## config.mk

```make
export PLATFORM = sky130hd
export DESIGN_NAME = motor_profile_pi_controller
export DESIGN_NICKNAME = d
export VERILOG_FILES = /design/src/rtl/mpp_pkg.sv /design/src/rtl/mpp_ram.sv /design/src/rtl/mpp_arith.sv /design/src/rtl/motor_profile_pi_controller.sv
export SDC_FILE = /design/constraint.sdc
export NUM_CORES = 2
export LEC_CHECK = 0
export ABC_AREA = 1
export BUFFER_PORTS_ARGS = -buffer_cell sky130_fd_sc_hd__buf_4
export CORE_MARGIN = 2
export CORE_UTILIZATION = 43
export CTS_CLUSTER_DIAMETER = 50
export CTS_CLUSTER_SIZE = 20
export DETAILED_ROUTE_END_ITERATION = 7
export SETUP_SLACK_MARGIN = 0.1
export SKIP_LAST_GASP = 1
export SLEW_MARGIN = 5
export SYNTH_ARGS = -nofsm -noshare
export SYNTH_HDL_FRONTEND = slang
export SYNTH_SLANG_ARGS = --single-unit
```

## constraint.sdc

```tcl
create_clock -name clk -period 12 [get_ports clk]
set_clock_uncertainty 0.15 [all_clocks]
set_input_delay 0.6 -clock clk [delete_from_list [all_inputs] [get_ports clk]]
set_output_delay 0.6 -clock clk [all_outputs]
set_load 0.02 [all_outputs]
```

## src/rtl/mpp_pkg.sv

```systemverilog
// ----------------------------------------------------------------------------
// mpp_pkg
// Shared types and constants for the motor profile PI controller: transaction
// payloads, register map, mode codes and the serial arithmetic unit commands.
// ----------------------------------------------------------------------------
package mpp_pkg;

  // Input transaction
  typedef struct packed {
    logic [1:0]         mode;
    logic signed [31:0] encoder_count;
    logic [23:0]        elapsed_us;
    logic signed [31:0] target_value;
    logic               forward_request;
    logic               restart_move;
  } mpp_in_t;

  // Result transaction
  typedef struct packed {
    logic [7:0]         pwm_duty;
    logic               drive_forward;
    logic               arrived;
    logic signed [31:0] position_mm_q8;
    logic signed [31:0] speed_estimate_q8;
  } mpp_out_t;

  // Control modes
  localparam logic [1:0] MODE_SPEED = 2'd0;
  localparam logic [1:0] MODE_ABS   = 2'd1;
  localparam logic [1:0] MODE_REL   = 2'd2;
  localparam logic [1:0] MODE_HOLD  = 2'd3; // no control action, drive held

  // Register indexes (byte address = 4 * index)
  localparam logic [1:0] REG_SPEED_LIMIT = 2'd0;
  localparam logic [1:0] REG_ARRIVE_THR  = 2'd1;
  localparam logic [1:0] REG_ACCEL_RATE  = 2'd2;

  localparam logic [23:0] SPEED_LIMIT_RST = 24'd51200;
  localparam logic [23:0] ARRIVE_THR_RST  = 24'd256;
  localparam logic [23:0] ACCEL_RATE_RST  = 24'd25600;

  // Fixed-point constants
  localparam logic [23:0] POS_SCALE_Q16 = 24'd5819711; // 256*120*pi/(98.8*11), Q16
  localparam logic [23:0] US_PER_S      = 24'd1000000;
  localparam logic [23:0] HALF_US_PER_S = 24'd500000;
  localparam logic [16:0] PWM_MAX_Q8    = 17'd65280;

  // Serial arithmetic unit
  localparam int ALU_AW = 60;
  localparam int ALU_BW = 24;
  localparam int ALU_CW = 6;

  typedef enum logic [1:0] {
    OP_MUL  = 2'd0,
    OP_DIV  = 2'd1,
    OP_SQRT = 2'd2
  } mpp_op_t;

  typedef struct packed {
    logic               start;
    mpp_op_t            op;
    logic [ALU_AW-1:0]  a;
    logic [ALU_BW-1:0]  b;
  } mpp_alu_cmd_t;

  typedef struct packed {
    logic busy;
    logic done;
  } mpp_alu_sts_t;

endpackage

```

## src/rtl/mpp_ram.sv

```systemverilog
// ----------------------------------------------------------------------------
// mpp_ram
// Generic single-write, single-read RAM with registered read data.
// ----------------------------------------------------------------------------
module mpp_ram #(
  parameter int WIDTH = 32,
  parameter int DEPTH = 8
) (
  input  logic                                    clk,
  input  logic                                    we,
  input  logic [$clog2(DEPTH > 1 ? DEPTH : 2)-1:0] waddr,
  input  logic [WIDTH-1:0]                        wdata,
  input  logic [$clog2(DEPTH > 1 ? DEPTH : 2)-1:0] raddr,
  output logic [WIDTH-1:0]                        rdata
);

  logic [WIDTH-1:0] mem [DEPTH];

  always_ff @(posedge clk) begin
    if (we) begin
      mem[waddr] <= wdata;
    end
    rdata <= mem[raddr];
  end

endmodule

```

## src/rtl/mpp_arith.sv

```systemverilog
// ----------------------------------------------------------------------------
// mpp_arith
// Shared bit-serial arithmetic unit: shift-add multiply (one multiplier bit
// per cycle), restoring divide (one quotient bit per cycle) and square root
// (one root bit per cycle).
// ----------------------------------------------------------------------------
module mpp_arith (
  input  logic                      clk,
  input  logic                      rst_n,
  input  mpp_pkg::mpp_alu_cmd_t     cmd,
  output mpp_pkg::mpp_alu_sts_t     sts,
  output logic [mpp_pkg::ALU_AW-1:0] result
);
  import mpp_pkg::*;

  mpp_op_t           op_r, op_nxt;
  logic              busy_r, busy_nxt;
  logic              done_r, done_nxt;
  logic [ALU_CW-1:0] cnt_r, cnt_nxt;
  logic [ALU_AW-1:0] a_r, a_nxt;
  logic [ALU_BW-1:0] b_r, b_nxt;
  logic [ALU_AW-1:0] acc_r, acc_nxt;
  logic [31:0]       rem_r, rem_nxt;

  logic [24:0] div_t;
  logic        div_ge;
  logic [33:0] sq_t;
  logic [33:0] sq_trial;
  logic        sq_ge;

  // Divide and square-root step terms
  assign div_t    = {rem_r[23:0], a_r[ALU_AW-1]};
  assign div_ge   = div_t >= {1'b0, b_r};
  assign sq_t     = {rem_r, a_r[ALU_AW-1:ALU_AW-2]};
  assign sq_trial = {2'b00, acc_r[29:0], 2'b01};
  assign sq_ge    = sq_t >= sq_trial;

  always_comb begin
    op_nxt   = op_r;
    busy_nxt = busy_r;
    cnt_nxt  = cnt_r;
    a_nxt    = a_r;
    b_nxt    = b_r;
    acc_nxt  = acc_r;
    rem_nxt  = rem_r;
    done_nxt = 1'b0;
    if (cmd.start) begin
      op_nxt   = cmd.op;
      busy_nxt = 1'b1;
      a_nxt    = cmd.a;
      b_nxt    = cmd.b;
      acc_nxt  = '0;
      rem_nxt  = '0;
      case (cmd.op)
        OP_MUL:  cnt_nxt = ALU_CW'(ALU_BW - 1);
        OP_DIV:  cnt_nxt = ALU_CW'(ALU_AW - 1);
        OP_SQRT: cnt_nxt = ALU_CW'(ALU_AW / 2 - 1);
        default: cnt_nxt = '0;
      endcase
    end else if (busy_r) begin
      case (op_r)
        OP_MUL: begin
          if (b_r[0]) begin
            acc_nxt = acc_r + a_r;
          end
          a_nxt = a_r << 1;
          b_nxt = b_r >> 1;
        end
        OP_DIV: begin
          rem_nxt = div_ge ? 32'(div_t - {1'b0, b_r}) : 32'(div_t);
          acc_nxt = {acc_r[ALU_AW-2:0], div_ge};
          a_nxt   = a_r << 1;
        end
        OP_SQRT: begin
          rem_nxt = sq_ge ? 32'(sq_t - sq_trial) : sq_t[31:0];
          acc_nxt = {acc_r[ALU_AW-2:0], sq_ge};
          a_nxt   = a_r << 2;
        end
        default: begin
          acc_nxt = acc_r;
        end
      endcase
      if (cnt_r == '0) begin
        busy_nxt = 1'b0;
        done_nxt = 1'b1;
      end else begin
        cnt_nxt = cnt_r - 1'b1;
      end
    end
  end

  always_ff @(posedge clk) begin
    if (!rst_n) begin
      busy_r <= 1'b0;
      done_r <= 1'b0;
      op_r   <= OP_MUL;
      cnt_r  <= '0;
    end else begin
      busy_r <= busy_nxt;
      done_r <= done_nxt;
      op_r   <= op_nxt;
      cnt_r  <= cnt_nxt;
    end
    a_r   <= a_nxt;
    b_r   <= b_nxt;
    acc_r <= acc_nxt;
    rem_r <= rem_nxt;
  end

  assign sts.busy = busy_r;
  assign sts.done = done_r;
  assign result   = acc_r;

endmodule

```

## src/rtl/motor_profile_pi_controller.sv

```systemverilog
// Arithmetic: one shared bit-serial unit does every multiply, divide and root.
// Throughput: one transaction at a time; the next is taken in the cycle after the
//   result is handed to the output register, which may still be waiting.
// Reset (synchronous, rst_n low): registers to defaults, history, PI state cleared.
// ----------------------------------------------------------------------------
// motor_profile_pi_controller
// Encoder-to-position conversion, moving-average speed, trapezoidal profile
// with square-root braking and PI speed loop, all in Q.8 fixed point.
// ----------------------------------------------------------------------------
module motor_profile_pi_controller #(
  parameter int AVG_DEPTH = 8
) (
  input  logic              clk,
  input  logic              rst_n,
  input  logic              in_valid,
  output logic              in_stall,
  input  mpp_pkg::mpp_in_t  in_data,
  output logic              out_valid,
  input  logic              out_stall,
  output mpp_pkg::mpp_out_t out_data,
  input  logic              psel,
  input  logic              penable,
  input  logic              pwrite,
  input  logic [3:0]        paddr,
  input  logic [31:0]       pwdata,
  output logic [31:0]       prdata,
  output logic              pready
);
  import mpp_pkg::*;

  localparam int SLOT_W = $clog2(AVG_DEPTH > 1 ? AVG_DEPTH : 2);
  localparam int SUM_W  = 32 + SLOT_W;

  typedef enum logic [14:0] {
    S_IDLE  = 15'b000000000000001,
    S_POS   = 15'b000000000000010,
    S_SMUL  = 15'b000000000000100,
    S_SDIV  = 15'b000000000001000,
    S_WIN   = 15'b000000000010000,
    S_EST   = 15'b000000000100000,
    S_BMUL  = 15'b000000001000000,
    S_VMUL  = 15'b000000010000000,
    S_SQRT  = 15'b000000100000000,
    S_RMUL  = 15'b000001000000000,
    S_RDIV  = 15'b000010000000000,
    S_PIMUL = 15'b000100000000000,
    S_PIDIV = 15'b001000000000000,
    S_PPDIV = 15'b010000000000000,
    S_DONE  = 15'b100000000000000
  } state_t;

  function automatic logic [31:0] sat32(input logic neg, input logic [ALU_AW-1:0] mag);
    if (neg) begin
      return (mag > 60'h80000000) ? 32'h80000000 : (~mag[31:0] + 32'd1);
    end
    return (mag > 60'h7FFFFFFF) ? 32'h7FFFFFFF : mag[31:0];
  endfunction

  state_t                   state_r, state_nxt;
  logic                     launched_r, launched_nxt;
  mpp_in_t                  item_r, item_nxt;
  logic [23:0]              spd_lim_r, thr_r, accel_r;
  logic signed [31:0]       pos_r, pos_nxt;
  logic signed [31:0]       prev_pos_r, prev_pos_nxt;
  logic signed [31:0]       sample_r, sample_nxt;
  logic signed [SUM_W-1:0]  sum_r, sum_nxt;
  logic [SLOT_W-1:0]        slot_r, slot_nxt;
  logic [AVG_DEPTH-1:0]     wvalid_r, wvalid_nxt;
  logic signed [31:0]       est_r, est_nxt;
  logic [ALU_AW-1:0]        work_r, work_nxt;
  logic signed [34:0]       left_r, left_nxt;
  logic [23:0]              v_r, v_nxt;
  logic signed [33:0]       tgt_r, tgt_nxt;
  logic signed [39:0]       integ_r, integ_nxt;
  logic signed [31:0]       base_r, base_nxt;
  logic signed [31:0]       pdelta_r, pdelta_nxt;
  logic [7:0]               duty_r, duty_nxt;
  logic                     fwd_r, fwd_nxt;
  logic                     arr_r, arr_nxt;
  logic                     out_valid_r, out_valid_nxt;
  mpp_out_t                 out_r, out_nxt;

  mpp_alu_cmd_t      cmd;
  mpp_alu_sts_t      sts;
  logic [ALU_AW-1:0] res;

  logic                     ram_we;
  logic [31:0]              ram_rdata;

  // Datapath helper terms
  logic [31:0]        cnt_mag;
  logic [ALU_AW-1:0]  pos_q;
  logic signed [32:0] diff;
  logic [32:0]        diff_mag;
  logic signed [31:0] old_sample;
  logic [SUM_W-1:0]   sum_mag;
  logic [23:0]        dt_pi;
  logic [23:0]        dt_prof;
  logic signed [31:0] base_eff;
  logic signed [33:0] goal;
  logic signed [34:0] left_now;
  logic [34:0]        dist_now;
  logic [34:0]        dist_r;
  logic signed [33:0] spd_tgt;
  logic signed [34:0] err;
  logic [34:0]        err_mag;
  logic [41:0]        q42;
  logic signed [41:0] isum;
  logic signed [39:0] integ_sat;
  logic [42:0]        q43;
  logic signed [42:0] pi_sum;
  logic [42:0]        pi_mag;
  logic [16:0]        pi_clamp;
  logic [16:0]        duty_sum;
  logic [29:0]        root_v;
  logic [30:0]        ramp_v;
  logic [23:0]        v_clamp_sqrt;
  logic [23:0]        v_clamp_ramp;

  mpp_arith u_arith (
    .clk    (clk),
    .rst_n  (rst_n),
    .cmd    (cmd),
    .sts    (sts),
    .result (res)
  );

  mpp_ram #(
    .WIDTH (32),
    .DEPTH (AVG_DEPTH)
  ) u_window (
    .clk   (clk),
    .we    (ram_we),
    .waddr (slot_r),
    .wdata (sample_r),
    .raddr (slot_r),
    .rdata (ram_rdata)
  );

  // Position and speed sample terms
  assign cnt_mag  = item_r.encoder_count[31] ? (~item_r.encoder_count + 32'd1)
                                             : item_r.encoder_count;
  assign pos_q    = (res + 60'd32768) >> 16;
  assign diff     = {pos_r[31], pos_r} - {prev_pos_r[31], prev_pos_r};
  assign diff_mag = diff[32] ? (~diff + 33'd1) : diff;

  // Window old entry reads as zero until written since reset
  assign old_sample = wvalid_r[slot_r] ? ram_rdata : 32'sd0;
  assign sum_mag    = sum_r[SUM_W-1] ? (~sum_r + 1'b1) : sum_r;

  // Time steps
  assign dt_pi   = (item_r.elapsed_us > US_PER_S) ? 24'd0 : item_r.elapsed_us;
  assign dt_prof = item_r.restart_move ? 24'd0 : item_r.elapsed_us;

  // Profile goal and remaining distance
  assign base_eff = (item_r.target_value != pdelta_r) ? pos_r : base_r;
  assign goal     = (item_r.mode == MODE_REL)
                    ? ({{2{item_r.target_value[31]}}, item_r.target_value}
                       + {{2{base_eff[31]}}, base_eff})
                    : {{2{item_r.target_value[31]}}, item_r.target_value};
  assign left_now = {goal[33], goal} - {{3{pos_r[31]}}, pos_r};
  assign dist_now = left_now[34] ? (~left_now + 35'd1) : left_now;
  assign dist_r   = left_r[34] ? (~left_r + 35'd1) : left_r;
  assign spd_tgt  = item_r.forward_request
                    ? {{2{item_r.target_value[31]}}, item_r.target_value}
                    : -{{2{item_r.target_value[31]}}, item_r.target_value};

  // Profile speed update
  assign root_v       = res[29:0];
  assign v_clamp_sqrt = (root_v > {6'd0, spd_lim_r}) ? spd_lim_r : root_v[23:0];
  assign ramp_v       = {7'd0, v_r} + {1'b0, res[29:0]};
  assign v_clamp_ramp = (ramp_v > {7'd0, spd_lim_r}) ? spd_lim_r : ramp_v[23:0];

  // PI terms
  assign err     = {tgt_r[33], tgt_r} - {{3{est_r[31]}}, est_r};
  assign err_mag = err[34] ? (~err + 35'd1) : err;
  assign q42     = err[34] ? (~res[41:0] + 42'd1) : res[41:0];
  assign isum    = {{2{integ_r[39]}}, integ_r} + q42;
  assign integ_sat = (isum[41:39] == 3'b000 || isum[41:39] == 3'b111) ? isum[39:0]
                   : (isum[41] ? 40'sh8000000000 : 40'sh7FFFFFFFFF);
  assign q43     = err[34] ? (~res[42:0] + 43'd1) : res[42:0];
  assign pi_sum  = q43 + {{3{integ_r[39]}}, integ_r};
  assign pi_mag  = pi_sum[42] ? (~pi_sum + 43'd1) : pi_sum;
  assign pi_clamp = (pi_mag > {26'd0, PWM_MAX_Q8}) ? PWM_MAX_Q8 : pi_mag[16:0];
  assign duty_sum = pi_clamp + 17'd128;

  // Sequencer
  always_comb begin
    state_nxt     = state_r;
    launched_nxt  = launched_r;
    item_nxt      = item_r;
    pos_nxt       = pos_r;
    prev_pos_nxt  = prev_pos_r;
    sample_nxt    = sample_r;
    sum_nxt       = sum_r;
    slot_nxt      = slot_r;
    wvalid_nxt    = wvalid_r;
    est_nxt       = est_r;
    work_nxt      = work_r;
    left_nxt      = left_r;
    v_nxt         = v_r;
    tgt_nxt       = tgt_r;
    integ_nxt     = integ_r;
    base_nxt      = base_r;
    pdelta_nxt    = pdelta_r;
    duty_nxt      = duty_r;
    fwd_nxt       = fwd_r;
    arr_nxt       = arr_r;
    out_valid_nxt = out_valid_r && out_stall;
    out_nxt       = out_r;
    ram_we        = 1'b0;
    cmd.start     = 1'b0;
    cmd.op        = OP_MUL;
    cmd.a         = '0;
    cmd.b         = '0;

    case (state_r)
      S_IDLE: begin
        if (in_valid) begin
          item_nxt  = in_data;
          arr_nxt   = 1'b0;
          state_nxt = S_POS;
        end
      end

      // Position: count times scale, rounded from Q16
      S_POS: begin
        cmd.start    = !launched_r;
        cmd.op       = OP_MUL;
        cmd.a        = ALU_AW'(cnt_mag);
        cmd.b        = POS_SCALE_Q16;
        launched_nxt = 1'b1;
        if (sts.done) begin
          launched_nxt = 1'b0;
          pos_nxt      = sat32(item_r.encoder_count[31], pos_q);
          state_nxt    = S_SMUL;
        end
      end

      // Speed sample numerator: position change times 1e6, plus rounding
      S_SMUL: begin
        if (item_r.elapsed_us == '0) begin
          sample_nxt = '0;
          state_nxt  = S_WIN;
        end else begin
          cmd.start    = !launched_r;
          cmd.op       = OP_MUL;
          cmd.a        = ALU_AW'(diff_mag);
          cmd.b        = US_PER_S;
          launched_nxt = 1'b1;
          if (sts.done) begin
            launched_nxt = 1'b0;
            work_nxt     = res + ALU_AW'(item_r.elapsed_us >> 1);
            state_nxt    = S_SDIV;
          end
        end
      end

      S_SDIV: begin
        cmd.start    = !launched_r;
        cmd.op       = OP_DIV;
        cmd.a        = work_r;
        cmd.b        = item_r.elapsed_us;
        launched_nxt = 1'b1;
        if (sts.done) begin
          launched_nxt = 1'b0;
          sample_nxt   = sat32(diff[32], res);
          state_nxt    = S_WIN;
        end
      end

      // Window update: replace the oldest sample
      S_WIN: begin
        ram_we     = 1'b1;
        sum_nxt    = sum_r + {{(SUM_W-32){sample_r[31]}}, sample_r}
                           - {{(SUM_W-32){old_sample[31]}}, old_sample};
        wvalid_nxt[slot_r] = 1'b1;
        slot_nxt   = (slot_r == SLOT_W'(AVG_DEPTH - 1)) ? '0 : slot_r + 1'b1;
        prev_pos_nxt = pos_r;
        state_nxt  = S_EST;
      end

      // Estimate: rounded window average, then branch on mode
      S_EST: begin
        cmd.start    = !launched_r;
        cmd.op       = OP_DIV;
        cmd.a        = ALU_AW'(sum_mag) + ALU_AW'(AVG_DEPTH / 2);
        cmd.b        = ALU_BW'(AVG_DEPTH);
        launched_nxt = 1'b1;
        if (sts.done) begin
          launched_nxt = 1'b0;
          est_nxt      = sat32(sum_r[SUM_W-1], res);
          case (item_r.mode)
            MODE_SPEED: begin
              tgt_nxt   = spd_tgt;
              state_nxt = S_PIMUL;
            end
            MODE_ABS, MODE_REL: begin
              if (item_r.mode == MODE_REL) begin
                base_nxt   = base_eff;
                pdelta_nxt = item_r.target_value;
              end
              left_nxt = left_now;
              if (dist_now < {11'd0, thr_r}) begin
                arr_nxt   = 1'b1;
                state_nxt = S_DONE;
              end else begin
                state_nxt = S_BMUL;
              end
            end
            default: begin
              state_nxt = S_DONE;
            end
          endcase
        end
      end

      // Braking bound: 2 * accel * distance
      S_BMUL: begin
        cmd.start    = !launched_r;
        cmd.op       = OP_MUL;
        cmd.a        = ALU_AW'(dist_r);
        cmd.b        = accel_r;
        launched_nxt = 1'b1;
        if (sts.done) begin
          launched_nxt = 1'b0;
          work_nxt     = res << 1;
          state_nxt    = S_VMUL;
        end
      end

      S_VMUL: begin
        cmd.start    = !launched_r;
        cmd.op       = OP_MUL;
        cmd.a        = ALU_AW'(v_r);
        cmd.b        = v_r;
        launched_nxt = 1'b1;
        if (sts.done) begin
          launched_nxt = 1'b0;
          state_nxt    = (res > work_r) ? S_SQRT : S_RMUL;
        end
      end

      S_SQRT: begin
        cmd.start    = !launched_r;
        cmd.op       = OP_SQRT;
        cmd.a        = work_r;
        launched_nxt = 1'b1;
        if (sts.done) begin
          launched_nxt = 1'b0;
          v_nxt        = v_clamp_sqrt;
          tgt_nxt      = (left_r > 35'sd0) ? {10'd0, v_clamp_sqrt}
                                           : -{10'd0, v_clamp_sqrt};
          state_nxt    = S_PIMUL;
        end
      end

      // Ramp: accel * dt, rounded from microseconds
      S_RMUL: begin
        cmd.start    = !launched_r;
        cmd.op       = OP_MUL;
        cmd.a        = ALU_AW'(accel_r);
        cmd.b        = dt_prof;
        launched_nxt = 1'b1;
        if (sts.done) begin
          launched_nxt = 1'b0;
          work_nxt     = res + ALU_AW'(HALF_US_PER_S);
          state_nxt    = S_RDIV;
        end
      end

      S_RDIV: begin
        cmd.start    = !launched_r;
        cmd.op       = OP_DIV;
        cmd.a        = work_r;
        cmd.b        = US_PER_S;
        launched_nxt = 1'b1;
        if (sts.done) begin
          launched_nxt = 1'b0;
          v_nxt        = v_clamp_ramp;
          tgt_nxt      = (left_r > 35'sd0) ? {10'd0, v_clamp_ramp}
                                           : -{10'd0, v_clamp_ramp};
          state_nxt    = S_PIMUL;
        end
      end

      // Integral step: err * dt / 1e6, rounded
      S_PIMUL: begin
        cmd.start    = !launched_r;
        cmd.op       = OP_MUL;
        cmd.a        = ALU_AW'(err_mag);
        cmd.b        = dt_pi;
        launched_nxt = 1'b1;
        if (sts.done) begin
          launched_nxt = 1'b0;
          work_nxt     = res + ALU_AW'(HALF_US_PER_S);
          state_nxt    = S_PIDIV;
        end
      end

      S_PIDIV: begin
        cmd.start    = !launched_r;
        cmd.op       = OP_DIV;
        cmd.a        = work_r;
        cmd.b        = US_PER_S;
        launched_nxt = 1'b1;
        if (sts.done) begin
          launched_nxt = 1'b0;
          integ_nxt    = integ_sat;
          state_nxt    = S_PPDIV;
        end
      end

      // Proportional term 3*err/5, then drive output
      S_PPDIV: begin
        cmd.start    = !launched_r;
        cmd.op       = OP_DIV;
        cmd.a        = (ALU_AW'(err_mag) << 1) + ALU_AW'(err_mag) + 60'd2;
        cmd.b        = 24'd5;
        launched_nxt = 1'b1;
        if (sts.done) begin
          launched_nxt = 1'b0;
          fwd_nxt      = !pi_sum[42] && (pi_sum != '0);
          duty_nxt     = duty_sum[15:8];
          state_nxt    = S_DONE;
        end
      end

      // Hand the result to the output register once it is free
      S_DONE: begin
        if (!out_valid_r || !out_stall) begin
          out_valid_nxt             = 1'b1;
          out_nxt.pwm_duty          = duty_r;
          out_nxt.drive_forward     = fwd_r;
          out_nxt.arrived           = arr_r;
          out_nxt.position_mm_q8    = pos_r;
          out_nxt.speed_estimate_q8 = est_r;
          state_nxt                 = S_IDLE;
        end
      end

      default: begin
        state_nxt = S_IDLE;
      end
    endcase
  end

  always_ff @(posedge clk) begin
    if (!rst_n) begin
      state_r     <= S_IDLE;
      launched_r  <= 1'b0;
      prev_pos_r  <= '0;
      sum_r       <= '0;
      slot_r      <= '0;
      wvalid_r    <= '0;
      v_r         <= '0;
      integ_r     <= '0;
      base_r      <= '0;
      pdelta_r    <= '0;
      duty_r      <= '0;
      fwd_r       <= 1'b0;
      arr_r       <= 1'b0;
      out_valid_r <= 1'b0;
    end else begin
      state_r     <= state_nxt;
      launched_r  <= launched_nxt;
      prev_pos_r  <= prev_pos_nxt;
      sum_r       <= sum_nxt;
      slot_r      <= slot_nxt;
      wvalid_r    <= wvalid_nxt;
      v_r         <= v_nxt;
      integ_r     <= integ_nxt;
      base_r      <= base_nxt;
      pdelta_r    <= pdelta_nxt;
      duty_r      <= duty_nxt;
      fwd_r       <= fwd_nxt;
      arr_r       <= arr_nxt;
      out_valid_r <= out_valid_nxt;
    end
    item_r   <= item_nxt;
    pos_r    <= pos_nxt;
    sample_r <= sample_nxt;
    est_r    <= est_nxt;
    work_r   <= work_nxt;
    left_r   <= left_nxt;
    tgt_r    <= tgt_nxt;
    out_r    <= out_nxt;
  end

  // Configuration registers
  always_ff @(posedge clk) begin
    if (!rst_n) begin
      spd_lim_r <= SPEED_LIMIT_RST;
      thr_r     <= ARRIVE_THR_RST;
      accel_r   <= ACCEL_RATE_RST;
    end else if (psel && penable && pwrite) begin
      case (paddr[3:2])
        REG_SPEED_LIMIT: spd_lim_r <= pwdata[23:0];
        REG_ARRIVE_THR:  thr_r     <= pwdata[23:0];
        REG_ACCEL_RATE:  accel_r   <= pwdata[23:0];
        default: begin
          spd_lim_r <= spd_lim_r;
        end
      endcase
    end
  end

  always_comb begin
    case (paddr[3:2])
      REG_SPEED_LIMIT: prdata = {8'd0, spd_lim_r};
      REG_ARRIVE_THR:  prdata = {8'd0, thr_r};
      REG_ACCEL_RATE:  prdata = {8'd0, accel_r};
      default:         prdata = '0;
    endcase
  end

  assign pready    = 1'b1;
  assign in_stall  = (state_r != S_IDLE);
  assign out_valid = out_valid_r;
  assign out_data  = out_r;

endmodule
```

==> results.ini <==
[worst_setup_path]
path_max_fanout = 64
reg2reg_depth = 62
reg2reg_slack_ns = 1.20
cp.arrival_ns = 11.35
rr_startpoint = item_r[14]
cp_common_cell = nand2_1
cp-end-kind = flop
critical_path_class = reg2reg
r2r-end = state_r[14]
required_ns = 12.55
slowest_stage = edfxtp_1
worstSetupStartpointType = flop
crit_path_max_incr_delay_ns = 0.48

[timing]
tns_ns = 0
worst_pin_slew_ns = 1.56
fin_crit_sh_pct = 90.0
slew_violations = 4
hold_slack_ns = 0.121
setup_viol = 0
rsz0062_at_grt = false
hold_viol = 0
fmax_mhz = 92.6
finalCriticalPeriod_ns = 10.80
max_slew_margin_pct = -4.32

[clocking]
cts.clk_slew.worst_paths_ns = 0.07
tritoncts = done
clockBufferDepth = 3
post_cts_buffers = 0
cts.repair.resized = 0
cts_buffers = 167
cts.htree.levels = 4
cts.sinks = 1170
postCtsHoldBufs = 119
clkLatencyLatePin_ns = 0.87
root_buffer = clkbuf_16

[logic_synthesis]
avgSynthCellArea_um2 = 7.26
postSynth.asyncResetShare_pct = 0
post-synth-top-count-cell = nand2_1
ys_top_cells_by_count = nand2_1, inv_1, nor2_1
synth_ff_type = edfxtp_1
ys_warn_count = 0
synthCells = 12400
synth_edf_count = 731
netlist_area_mm2 = 0.0904
yosys-top-cells-area = edfxtp_1, nand2_1, dfxtp_1
synth.distinct_cells = 79
synth_top_area_share_pct = 24.3
ys_ff_latch = 1170
ys_seq_area_share_pct = 34.0
yosysTopAreaCell = edfxtp_1

[detailed_routing]
met3WireLength_um = 43300
wl_um = 437000
ant_nets = 0
wl_per_cell_um = 27.9
drtIter0Drc = 11900
drt_first_pass_iters = 6
topRoutingLayerUsed = met5
wl_met2_um = 183000
vias_per_cell = 5.96
wl_met1_um = 179000
vias = 93400
drc_errors = 0

[min_path]
min_to = thr_r[8]
min_from = penable
hold_path_depth = 4
hold_path_class = in2reg

[place]
gp_congestion = 1.06
placed_area_mm2 = 0.0955
place_inst = 15200
dp_hpwl_um = 344000
io_buffers = 224

[final_layout]
finalInstanceArea_mm2 = 0.103
area_growth_syn_to_layout_pct = 13.6
fill_cells = 20800
final_cells = 15700
nets = 13500
drive_gt1_share_pct = 7.05

[grt]
grt_pass1_vias = 86100
antenna_found_initial = 56
track_usage_pct = 39.3
overflow = 0
grt_pass1_wl_um = 614000
grt_max_degree = 96

[pwr]
power.leakage_uw = 0.0439
cellPowerDensity_mw_per_mm2 = 230
irDropWorstVdd_mv = 0.213
fin_total_pwr_uw = 23600

[floorplanning]
start_util_pct = 43.2
ios = 244
die_area_mm2 = 0.214
die_h_um = 462
core_area_mm2 = 0.209
die_width_um = 462
rows = 168

[run_status]
violations = capacitance limit, slew limit
status = finished with violations

[run]
max-cap-violations = 3

==> state kept, by name, indices dropped and copies added, names as in the netlist, 32 cells and up <==
signal and count:
u_window.mem 256, pdelta_r 32, integ_r 40, work_r 60
u_arith.a_r 60, tgt_r 34, out_data 74, pos_r 32
base_r 32, item_r 92, u_arith.rem_r 32, sum_r 35
u_window.rdata 32, sample_r 32, left_r 35, u_arith.result 60
est_r 32, prev_pos_r 32
==> worst max-delay path: cells and delay by family, from the launching register on <==
family                   cells  cell delay, ns
AND/OR/NAND/NOR             32            3.49
adder cells (fa/ha/maj)      3            1.09
flip-flops                   1            0.48
buffers and inverters        4            0.82
XOR/XNOR                     2            0.52
AO/OA/AOI/OAI               21            4.07
==> cell families (layout without fill, tap and decap cells) <==
logic type | count (synthesis) | count (layout) | synth area share (%)
fa+ha+maj | 650 | 650 | 9.37
simple gates | 4885 | 4885 | 22.7
compound gates | 2994 | 2994 | 19.1
xor+xnor | 585 | 585 | 5.70
buf+inv | 2153 | 2551 | 9.07
other cells | 2 | 25 | 0.00831
flops | 1170 | 1170 | 34.0
mux | 2 | 2 | 0.0222
==> metal layers <==
metal | track usage [%] | vias up
met1 | 52.7 | 44700
met3 | 7.93 | 925
met5 | 0 | -
li1 | - | 42900
met2 | 58.4 | 4847
met4 | 23.7 | 34
==> cell type report <==
type	count	area [µm²]	area share, %
Clock inverter	132	1530	1.49
Sequential cell	1170	30700	29.9
Antenna cell	16	40.0	0.0390
Inverter	1716	6450	6.28
Timing Repair Buffer	519	4200	4.09
Tap cell	2805	3510	3.42
Clock buffer	184	4400	4.29
Multi-Input combinational cell	9125	51800	50.4
==> worst max-delay path by stage <==
stage	end	from	slack, ns
6_report	state_r[14]	item_r[14]	1.20
3_5_place_dp	state_r[14]	item_r[2]	1.44
3_3_place_gp	state_r[14]	item_r[25]	1.45
4_1_cts	state_r[14]	item_r[2]	1.36
5_1_grt	state_r[14]	item_r[2]	0.26
2_1_floorplan	item_r[0]	state_r[10]	3.27
==> power breakdown <==
| group | leakage, µW | internal, µW | switching (µW) |
|---|---|---|---|
| Combinational | 0.0318 | 3670 | 8970 |
| Clock | 0.00287 | 2880 | 2360 |
| Sequential | 0.00927 | 4970 | 744 |
==> layout by cell type, fill, tap and decap left out, types with 99 or more instances in the layout <==
master,count
nand2_1,2422
inv_1,1665
nor2_1,1274
o21ai_0,1062
a21oi_1,1045
edfxtp_1,731
ha_1,604
nand3_1,544
dfxtp_1,439
xor2_1,424
buf_4,399
nand4_1,199
nor3_1,185
clkbuf_16,173
xnor2_1,157
o211ai_1,149
a31oi_1,131
dlygate4sd3_1,119
o221ai_1,99
==> stage by stage <==
step                      util [%]  setup WS, ns
after floorplan                  -          3.27
after global placement        45.6          1.45
after detailed placement      45.6          1.44
after CTS                     49.1          1.36
after global routing          49.1         0.264
final                         49.1          1.20
Power figures use the tool's default switching activity.
